[src/rtl/assert_macros.svh]
// Assertion helpers for the RTL.
`ifndef ASSERT_MACROS_SVH
`define ASSERT_MACROS_SVH

// Property must hold on every rising clock edge outside reset.
`define ASSERT_CLK(label, clk, rst, prop, msg) \
   label: assert property (@(posedge clk) disable iff (rst) (prop)) else $error(msg);

// Antecedent implies consequent in the same cycle.
`define ASSERT_IMPL(label, clk, rst, ante, cons, msg) \
   label: assert property (@(posedge clk) disable iff (rst) (ante) |-> (cons)) else $error(msg);

// Antecedent implies consequent in the next cycle.
`define ASSERT_NEXT(label, clk, rst, ante, cons, msg) \
   label: assert property (@(posedge clk) disable iff (rst) (ante) |=> (cons)) else $error(msg);

`endif

[src/rtl/fpfs_pkg.sv]
`default_nettype none

package fpfs_pkg;

   localparam int ReqDataWidth = 48;
   localparam int RspDataWidth = 104;

   localparam logic [7:0]  MaxLen    = 8'd223;
   localparam logic [7:0]  Pdu2Start = 8'd240;
   localparam logic [7:0]  PadByte   = 8'hFF;
   localparam logic [63:0] AllPad    = {8{PadByte}};
   localparam logic [2:0]  SlotFirstFrame = 3'd2;
   localparam logic [2:0]  SlotNextFrame  = 3'd1;
   localparam logic [2:0]  SlotLast       = 3'd7;

   // last field in the lowest bits
   typedef struct packed {
      logic [7:0]  payload_byte;
      logic [7:0]  message_length;
      logic [2:0]  sequence_req;
      logic [7:0]  destination;
      logic [17:0] pgn;
      logic [2:0]  priority_req;
   } req_item_type;

   typedef struct packed {
      logic         valid;
      req_item_type item;
   } stage_type;

   typedef struct packed {
      logic [5:0]  zero_fill;
      logic [4:0]  frame_index;
      logic [63:0] frame_data;
      logic [28:0] can_id;
   } rsp_item_type;

   function automatic logic [28:0] build_id(input logic [2:0]  prio,
                                           input logic [17:0] pgn,
                                           input logic [7:0]  src,
                                           input logic [7:0]  dst);
      logic [7:0] pf;
      logic [7:0] ps;
      pf = pgn[15:8];
      ps = (pf < Pdu2Start) ? dst : pgn[7:0];
      return {prio, pgn[17:16], pf, ps, src};
   endfunction

   function automatic logic [63:0] put_byte(input logic [63:0] f,
                                            input logic [2:0]  slot,
                                            input logic [7:0]  v);
      logic [63:0] r;
      r = f;
      r[{slot, 3'b000} +: 8] = v;
      return r;
   endfunction

endpackage

`default_nettype wire

[src/rtl/fast_packet_frame_segmenter.sv]
// Channel | Direction | Handshake              | Payload
// req     | in        | req_tvalid/req_tready  | req_tdata: header fields and one payload byte
// rsp     | out       | rsp_tvalid/rsp_tready  | rsp_tdata: one CAN frame, rsp_tlast = last frame
// csr     | in        | csr_valid/csr_ready    | csr_data: source address
//
// One payload byte is taken every cycle while the result side does not stall; the byte
// that completes a frame passes the input register, then the result register.
// Reset is synchronous; it clears the message counters and both valid flags and
// sets the source address to zero.
// A stalled result holds only bytes that complete a frame; other bytes keep flowing.
`default_nettype none

module fast_packet_frame_segmenter (
   input  wire logic                               clock,
   input  wire logic                               reset,
   input  wire logic                               req_tvalid,
   output logic                                    req_tready,
   // priority_req[2:0], pgn[20:3], destination[28:21], sequence_req[31:29],
   // message_length[39:32], payload_byte[47:40]
   input  wire logic [fpfs_pkg::ReqDataWidth-1:0]  req_tdata,
   output logic                                    rsp_tvalid,
   input  wire logic                               rsp_tready,
   // can_id[28:0], frame_data[92:29], frame_index[97:93], zeros[103:98]
   output logic [fpfs_pkg::RspDataWidth-1:0]       rsp_tdata,
   output logic                                    rsp_tlast,
   input  wire logic                               csr_valid,
   output logic                                    csr_ready,
   input  wire logic [7:0]                         csr_data
);

   logic [7:0]          source_ff, source_in;
   logic                advance;
   fpfs_pkg::stage_type stage;

   assign csr_ready = 1'b1;
   assign source_in = (csr_valid && csr_ready) ? csr_data : source_ff;

   always_ff @(posedge clock) begin
      if (reset) begin
         source_ff <= 8'd0;
      end else begin
         source_ff <= source_in;
      end
   end

   fpfs_in_stage u_in_stage (
      .clock      (clock),
      .reset      (reset),
      .req_tvalid (req_tvalid),
      .req_tready (req_tready),
      .req_tdata  (req_tdata),
      .advance    (advance),
      .stage      (stage)
   );

   fpfs_pack u_pack (
      .clock          (clock),
      .reset          (reset),
      .stage          (stage),
      .source_address (source_ff),
      .advance        (advance),
      .rsp_tvalid     (rsp_tvalid),
      .rsp_tready     (rsp_tready),
      .rsp_tdata      (rsp_tdata),
      .rsp_tlast      (rsp_tlast)
   );

endmodule

`default_nettype wire

[src/rtl/fpfs_in_stage.sv]
`default_nettype none

module fpfs_in_stage (
   input  wire logic                             clock,
   input  wire logic                             reset,
   input  wire logic                             req_tvalid,
   output logic                                  req_tready,
   input  wire logic [fpfs_pkg::ReqDataWidth-1:0] req_tdata,
   input  wire logic                             advance,
   output fpfs_pkg::stage_type                   stage
);

   logic                   valid_ff, valid_in;
   fpfs_pkg::req_item_type item_ff, item_in;
   logic                   take;

   assign req_tready = !valid_ff || advance;
   assign take       = req_tvalid && req_tready;

   always_comb begin
      valid_in = take ? 1'b1 : (advance ? 1'b0 : valid_ff);
      item_in  = take ? fpfs_pkg::req_item_type'(req_tdata) : item_ff;
   end

   always_ff @(posedge clock) begin
      if (reset) begin
         valid_ff <= 1'b0;
      end else begin
         valid_ff <= valid_in;
      end
      item_ff <= item_in;
   end

   assign stage = {valid_ff, item_ff};

endmodule

`default_nettype wire

[src/rtl/fpfs_pack.sv]
`default_nettype none

`include "assert_macros.svh"

module fpfs_pack (
   input  wire logic                               clock,
   input  wire logic                               reset,
   input  wire fpfs_pkg::stage_type                stage,
   input  wire logic [7:0]                         source_address,
   output logic                                    advance,
   output logic                                    rsp_tvalid,
   input  wire logic                               rsp_tready,
   output logic [fpfs_pkg::RspDataWidth-1:0]       rsp_tdata,
   output logic                                    rsp_tlast
);

   // message state
   logic [7:0]  taken_ff, taken_in;
   logic [4:0]  count_ff, count_in;
   logic [2:0]  slot_ff, slot_in;
   logic [63:0] frame_ff, frame_in;
   logic [28:0] id_ff, id_in;
   logic [2:0]  seq_ff, seq_in;
   logic [7:0]  len_ff, len_in;

   // result register
   logic                   out_valid_ff, out_valid_in;
   fpfs_pkg::rsp_item_type out_ff, out_in;
   logic                   out_last_ff, out_last_in;

   logic        first;
   logic [7:0]  len_sat;
   logic [28:0] id_cur;
   logic [2:0]  seq_cur;
   logic [7:0]  len_cur;
   logic [4:0]  count_cur;
   logic [2:0]  slot_cur;
   logic [63:0] base_cur;
   logic [63:0] frame_new;
   logic [7:0]  taken_inc;
   logic [4:0]  count_inc;
   logic        last;
   logic        emit;

   // assertion terms
   logic        busy;
   logic        closed;
   logic        stall_emit;

   always_comb begin
      first = (taken_ff == 8'd0);
      if (stage.item.message_length > fpfs_pkg::MaxLen) begin
         len_sat = fpfs_pkg::MaxLen;
      end else if (stage.item.message_length == 8'd0) begin
         len_sat = 8'd1;
      end else begin
         len_sat = stage.item.message_length;
      end

      if (first) begin
         id_cur    = fpfs_pkg::build_id(stage.item.priority_req, stage.item.pgn,
                                        source_address, stage.item.destination);
         seq_cur   = stage.item.sequence_req;
         len_cur   = len_sat;
         count_cur = 5'd0;
         slot_cur  = fpfs_pkg::SlotFirstFrame;
         base_cur  = {{6{fpfs_pkg::PadByte}}, len_sat, stage.item.sequence_req, 5'd0};
      end else begin
         id_cur    = id_ff;
         seq_cur   = seq_ff;
         len_cur   = len_ff;
         count_cur = count_ff;
         slot_cur  = slot_ff;
         base_cur  = frame_ff;
      end

      frame_new = fpfs_pkg::put_byte(base_cur, slot_cur, stage.item.payload_byte);
      taken_inc = taken_ff + 8'd1;
      count_inc = count_cur + 5'd1;
      last      = (taken_inc >= len_cur);
      emit      = (slot_cur == fpfs_pkg::SlotLast) || last;
      // a byte that closes no frame never waits on the result side
      advance   = stage.valid && (!emit || !out_valid_ff || rsp_tready);
   end

   always_comb begin
      taken_in = taken_ff;
      count_in = count_ff;
      slot_in  = slot_ff;
      frame_in = frame_ff;
      id_in    = id_ff;
      seq_in   = seq_ff;
      len_in   = len_ff;
      out_in      = out_ff;
      out_last_in = out_last_ff;
      out_valid_in = rsp_tready ? 1'b0 : out_valid_ff;

      if (advance) begin
         id_in  = id_cur;
         seq_in = seq_cur;
         len_in = len_cur;
         if (!emit) begin
            taken_in = taken_inc;
            count_in = count_cur;
            slot_in  = slot_cur + 3'd1;
            frame_in = frame_new;
         end else begin
            out_valid_in          = 1'b1;
            out_in.zero_fill      = '0;
            out_in.frame_index    = count_cur;
            out_in.frame_data     = frame_new;
            out_in.can_id         = id_cur;
            out_last_in           = last;
            if (last) begin
               taken_in = 8'd0;
               count_in = 5'd0;
               slot_in  = fpfs_pkg::SlotFirstFrame;
               frame_in = fpfs_pkg::AllPad;
            end else begin
               taken_in = taken_inc;
               count_in = count_inc;
               slot_in  = fpfs_pkg::SlotNextFrame;
               frame_in = fpfs_pkg::put_byte(fpfs_pkg::AllPad, 3'd0, {seq_cur, count_inc});
            end
         end
      end
   end

   always_ff @(posedge clock) begin
      if (reset) begin
         taken_ff     <= 8'd0;
         count_ff     <= 5'd0;
         slot_ff      <= fpfs_pkg::SlotFirstFrame;
         out_valid_ff <= 1'b0;
      end else begin
         taken_ff     <= taken_in;
         count_ff     <= count_in;
         slot_ff      <= slot_in;
         out_valid_ff <= out_valid_in;
      end
      frame_ff    <= frame_in;
      id_ff       <= id_in;
      seq_ff      <= seq_in;
      len_ff      <= len_in;
      out_ff      <= out_in;
      out_last_ff <= out_last_in;
   end

   assign rsp_tvalid = out_valid_ff;
   assign rsp_tdata  = out_ff;
   assign rsp_tlast  = out_last_ff;

   assign busy       = (taken_ff != 8'd0);
   assign closed     = (taken_ff == 8'd0) && out_valid_ff && out_last_ff;
   assign stall_emit = out_valid_ff && !rsp_tready && stage.valid && emit;

   `ASSERT_IMPL(a_slot_nonzero, clock, reset, busy, slot_ff != 3'd0, "slot zero mid-message")
   `ASSERT_IMPL(a_taken_below_len, clock, reset, busy, taken_ff < len_ff, "count past length")
   `ASSERT_NEXT(a_last_idles, clock, reset, advance && last, closed, "message end not registered")
   `ASSERT_IMPL(a_no_overwrite, clock, reset, stall_emit, !advance, "result overwritten")

endmodule

`default_nettype wire
[config.mk]
export PLATFORM = sky130hd
export DESIGN_NAME = fast_packet_frame_segmenter
export DESIGN_NICKNAME = d
export VERILOG_FILES = /design/src/rtl/fpfs_pkg.sv /design/src/rtl/fast_packet_frame_segmenter.sv /design/src/rtl/fpfs_in_stage.sv /design/src/rtl/fpfs_pack.sv
export VERILOG_INCLUDE_DIRS = /design/src /design/src/rtl
export SDC_FILE = /design/constraint.sdc
export NUM_CORES = 1
export LEC_CHECK = 0
export BUFFER_PORTS_ARGS = -buffer_cell sky130_fd_sc_hd__buf_2
export CAP_MARGIN = 20
export CORE_UTILIZATION = 49
export DETAILED_ROUTE_END_ITERATION = 12
export HOLD_SLACK_MARGIN = 0.1
export PLACE_DENSITY = 0.7
export SYNTH_ARGS = -nofsm -noshare
export SYNTH_HDL_FRONTEND = slang
export SYNTH_SLANG_ARGS = --single-unit
[constraint.sdc]
create_clock -name clock -period 9.35 [get_ports clock]
set_input_delay 1.4025 -clock clock [delete_from_list [all_inputs] [get_ports clock]]
set_output_delay 1.4025 -clock clock [all_outputs]
set_load 0.01 [all_outputs]
==> results_dict.tcl <==
set metrics [dict create \
    vias 7280 \
    p_sw_frac 0.219 \
    power_switching_mw 0.590 \
    via_per_inst 5.41 \
    antenna_found_initial 0 \
    final_common_cell "edfxtp_1" \
    synth_cell_types 58 \
    grt_pass1_wl_um 36700 \
    ant_nets 0 \
    setup_tns_ns 0 \
    insertion_delay_ns 0.54 \
    critPathRequiredTime_ns 7.95 \
    grt_use_total 0.195 \
    hpwl_um 14600 \
    synth_seq_cells 277 \
    synth_ff_type "edfxtp_1" \
    rrSetupSlack_ns 3.53 \
    crit_arrival_ns 4.66 \
    path_class "flip-flop to primary output" \
    die_w_um 154 \
    drtPass1Iterations 5 \
    period_minus_slack_ns 6.06 \
    power.internal_mw 2.10 \
    netlist_area_um2 11400 \
    fp.dieArea_um2 23800 \
    fillers 1857 \
    leakage_nw 4.96 \
    start_util 0.501 \
    postCtsSetupBuffers 0 \
    start_kind "flip-flop" \
    setup_viol 0 \
    p_comb_frac 0.066 \
    powerDensity_nw_per_um2 203 \
    area_growth_syn_to_layout_pct 16.8 \
    cap_violations 0 \
    wl_per_cell_um 17.2 \
    placement.io_buffers 161 \
    synth_edf_count 251 \
    layout.cells.non_filler 1345 \
    cts_root_buffer "clkbuf_16" \
    max-slew-margin-rel 0.345 \
    hp-class "flip-flop to flip-flop" \
    irDropWorstVdd_v 0.000158 \
    clkSlewWorstSetupHoldPaths_ns 0.06 \
    coreArea_um2 22700 \
    seq_area_frac_synth 0.709 \
    rows 55 \
    cts-resized-gates 0 \
    synth.avg_cell_area_um2 12.8 \
    cts_buffer_depth 3 \
    path_max_fanout 46 \
    final_cell_mix "edfxtp_1, buf_2, nand2_1" \
    syn_inst 891 \
    die_h_um 154 \
    cts_tree "built" \
    io_pins 169 \
    worstSetupEndpointType "primary output" \
    nets 1116 \
    finalHoldViolCount 0 \
    grt_max_degree 76 \
    globalplace.congestion 0.869 \
    grt_pass1_vias 6842 \
    cts_buffers 27 \
    ys.warnings.count 0 \
    globalRouteOverflowTotal 0 \
    final-max-slew-violation-count 0 \
    p_clk_frac 0.399 \
    cts_max_level 1 \
    seqPwrFrac 0.536 \
    drtIter0Drc 562 \
    drc 0 \
    hold_buffers 0 \
    max_freq_ghz 0.165 \
    wirelength_um 23200 \
    outcome "complete, no violations" \
    max_slew.worst_pin.slew_ns 0.983 \
    synth_async_sr_flop_share 0 \
    dp.cells 1295 \
    finalCritPeriodShare 0.649 \
    cts.sinks 277 \
    antenna_cells 0 \
    drive_above_1_share 0.242 \
    fin_skew_ns 0.0208 \
    rsz0062_at_grt "no" \
]
metrics by stage:
stage          power, mW  setup slack, ns   util  instance area (um^2)  hold WS [ns]
3_3_place_gp        1.63             3.12  0.545                 12400         0.475
4_1_cts             2.71             2.77  0.584                 13300         0.489
2_1_floorplan       1.59             1.23      -                 11400         0.456
3_5_place_dp        1.64             2.82  0.545                 12400         0.480
6_report            2.69             3.29  0.585                 13300         0.486
5_1_grt             2.79             2.96  0.585                 13300         0.517
worst max-delay path, stage by stage (launching register included):
cell and delay [ns]:
dfxtp_1 0.35, inv_1 0.11, ha_1 0.15, or4b_4 0.52, nor2_4 0.31, buf_12 0.26, buf_4 0.44, nand2_1 0.15
a21boi_0 0.17, ha_1 0.35, nand3_1 0.10, or3_1 0.40, nand2_1 0.07, buf_4 0.39, nand3_1 0.16, buf_2 0.19
worst paths after layout:
kind / cells past startpoint / startpoint / end
max: 15 / u_pack.taken_ff[0] / req_tready
min: 2 / u_pack.count_ff[4] / u_pack.count_ff[4]
max reg2reg: 14 / u_pack.taken_ff[0] / u_pack.rsp_tdata[88]
min reg2reg: 2 / u_pack.count_ff[4] / u_pack.count_ff[4]
registers in the layout, indices dropped and copies added, names as in the netlist:
register and cells:
u_pack.rsp_tdata 98, u_pack.count_ff 5, u_in_stage.stage 48, u_pack.slot_ff 3, u_pack.len_ff 8, u_pack.rsp_tlast 1
u_pack.frame_ff 64, u_in_stage.valid_ff 1, u_pack.seq_ff 3, u_pack.taken_ff 8, source_ff 8, u_pack.id_ff 29
u_pack.rsp_tvalid 1
kinds of logic (layout without fill, tap and decap cells):
logic type,count (synthesis),in the layout,synth area share
buffers and inverters,78,242,0.0306
and+or+nand+nor,319,319,0.131
adders and majority gates,15,15,0.0165
other,2,7,0.000661
muxes,19,19,0.0167
AOI/OAI and AO/OA,172,172,0.0884
xor gates and xnor gates,9,9,0.00693
DFF,277,277,0.709
metal layers:
layer | share of wire | up-vias | track usage
met2 | 0.48 | 269 | 0.310
met3 | 0.065 | 30 | 0.0350
li1 | - | 3538 | -
met4 | 0.021 | 0 | 0.0542
met5 | 0 | - | 0
met1 | 0.44 | 3443 | 0.278
synth_stat cells, types with 8 or more instances:
cell	n	area share
a21oi_1	22	0.0097
a31oi_1	15	0.0083
buf_2	20	0.0088
buf_4	8	0.0053
clkbuf_1	24	0.0079
dfxtp_1	26	0.046
edfxtp_1	251	0.66
ha_1	15	0.017
inv_1	23	0.0076
mux2i_1	19	0.017
nand2_1	130	0.043
nand3_1	23	0.010
nor2_1	70	0.023
nor3_1	14	0.0062
nor3b_1	8	0.0053
o211ai_1	8	0.0053
o21ai_0	85	0.037
o21ai_1	14	0.0062
or2_2	29	0.016
final cells by class:
class,count,area [um^2],share of cell area
sequential,277,8060,0.607
multi-input combinational,541,3010,0.227
timing repair buffer,169,878,0.0661
clock buffer,32,704,0.0530
tap,285,357,0.0268
clock inverter,17,181,0.0137
inverter,24,92.6,0.00697
power by group through the flow:
stage	sequential, mW	clock [mW]	combinational [mW]
CTS	1.44	1.10	0.176
finish	1.44	1.07	0.177
floorplan	1.46	0	0.125
global route	1.45	1.14	0.201
detailed placement	1.47	0	0.176
global placement	1.47	0	0.169
Power figures use the tool's default switching activity.
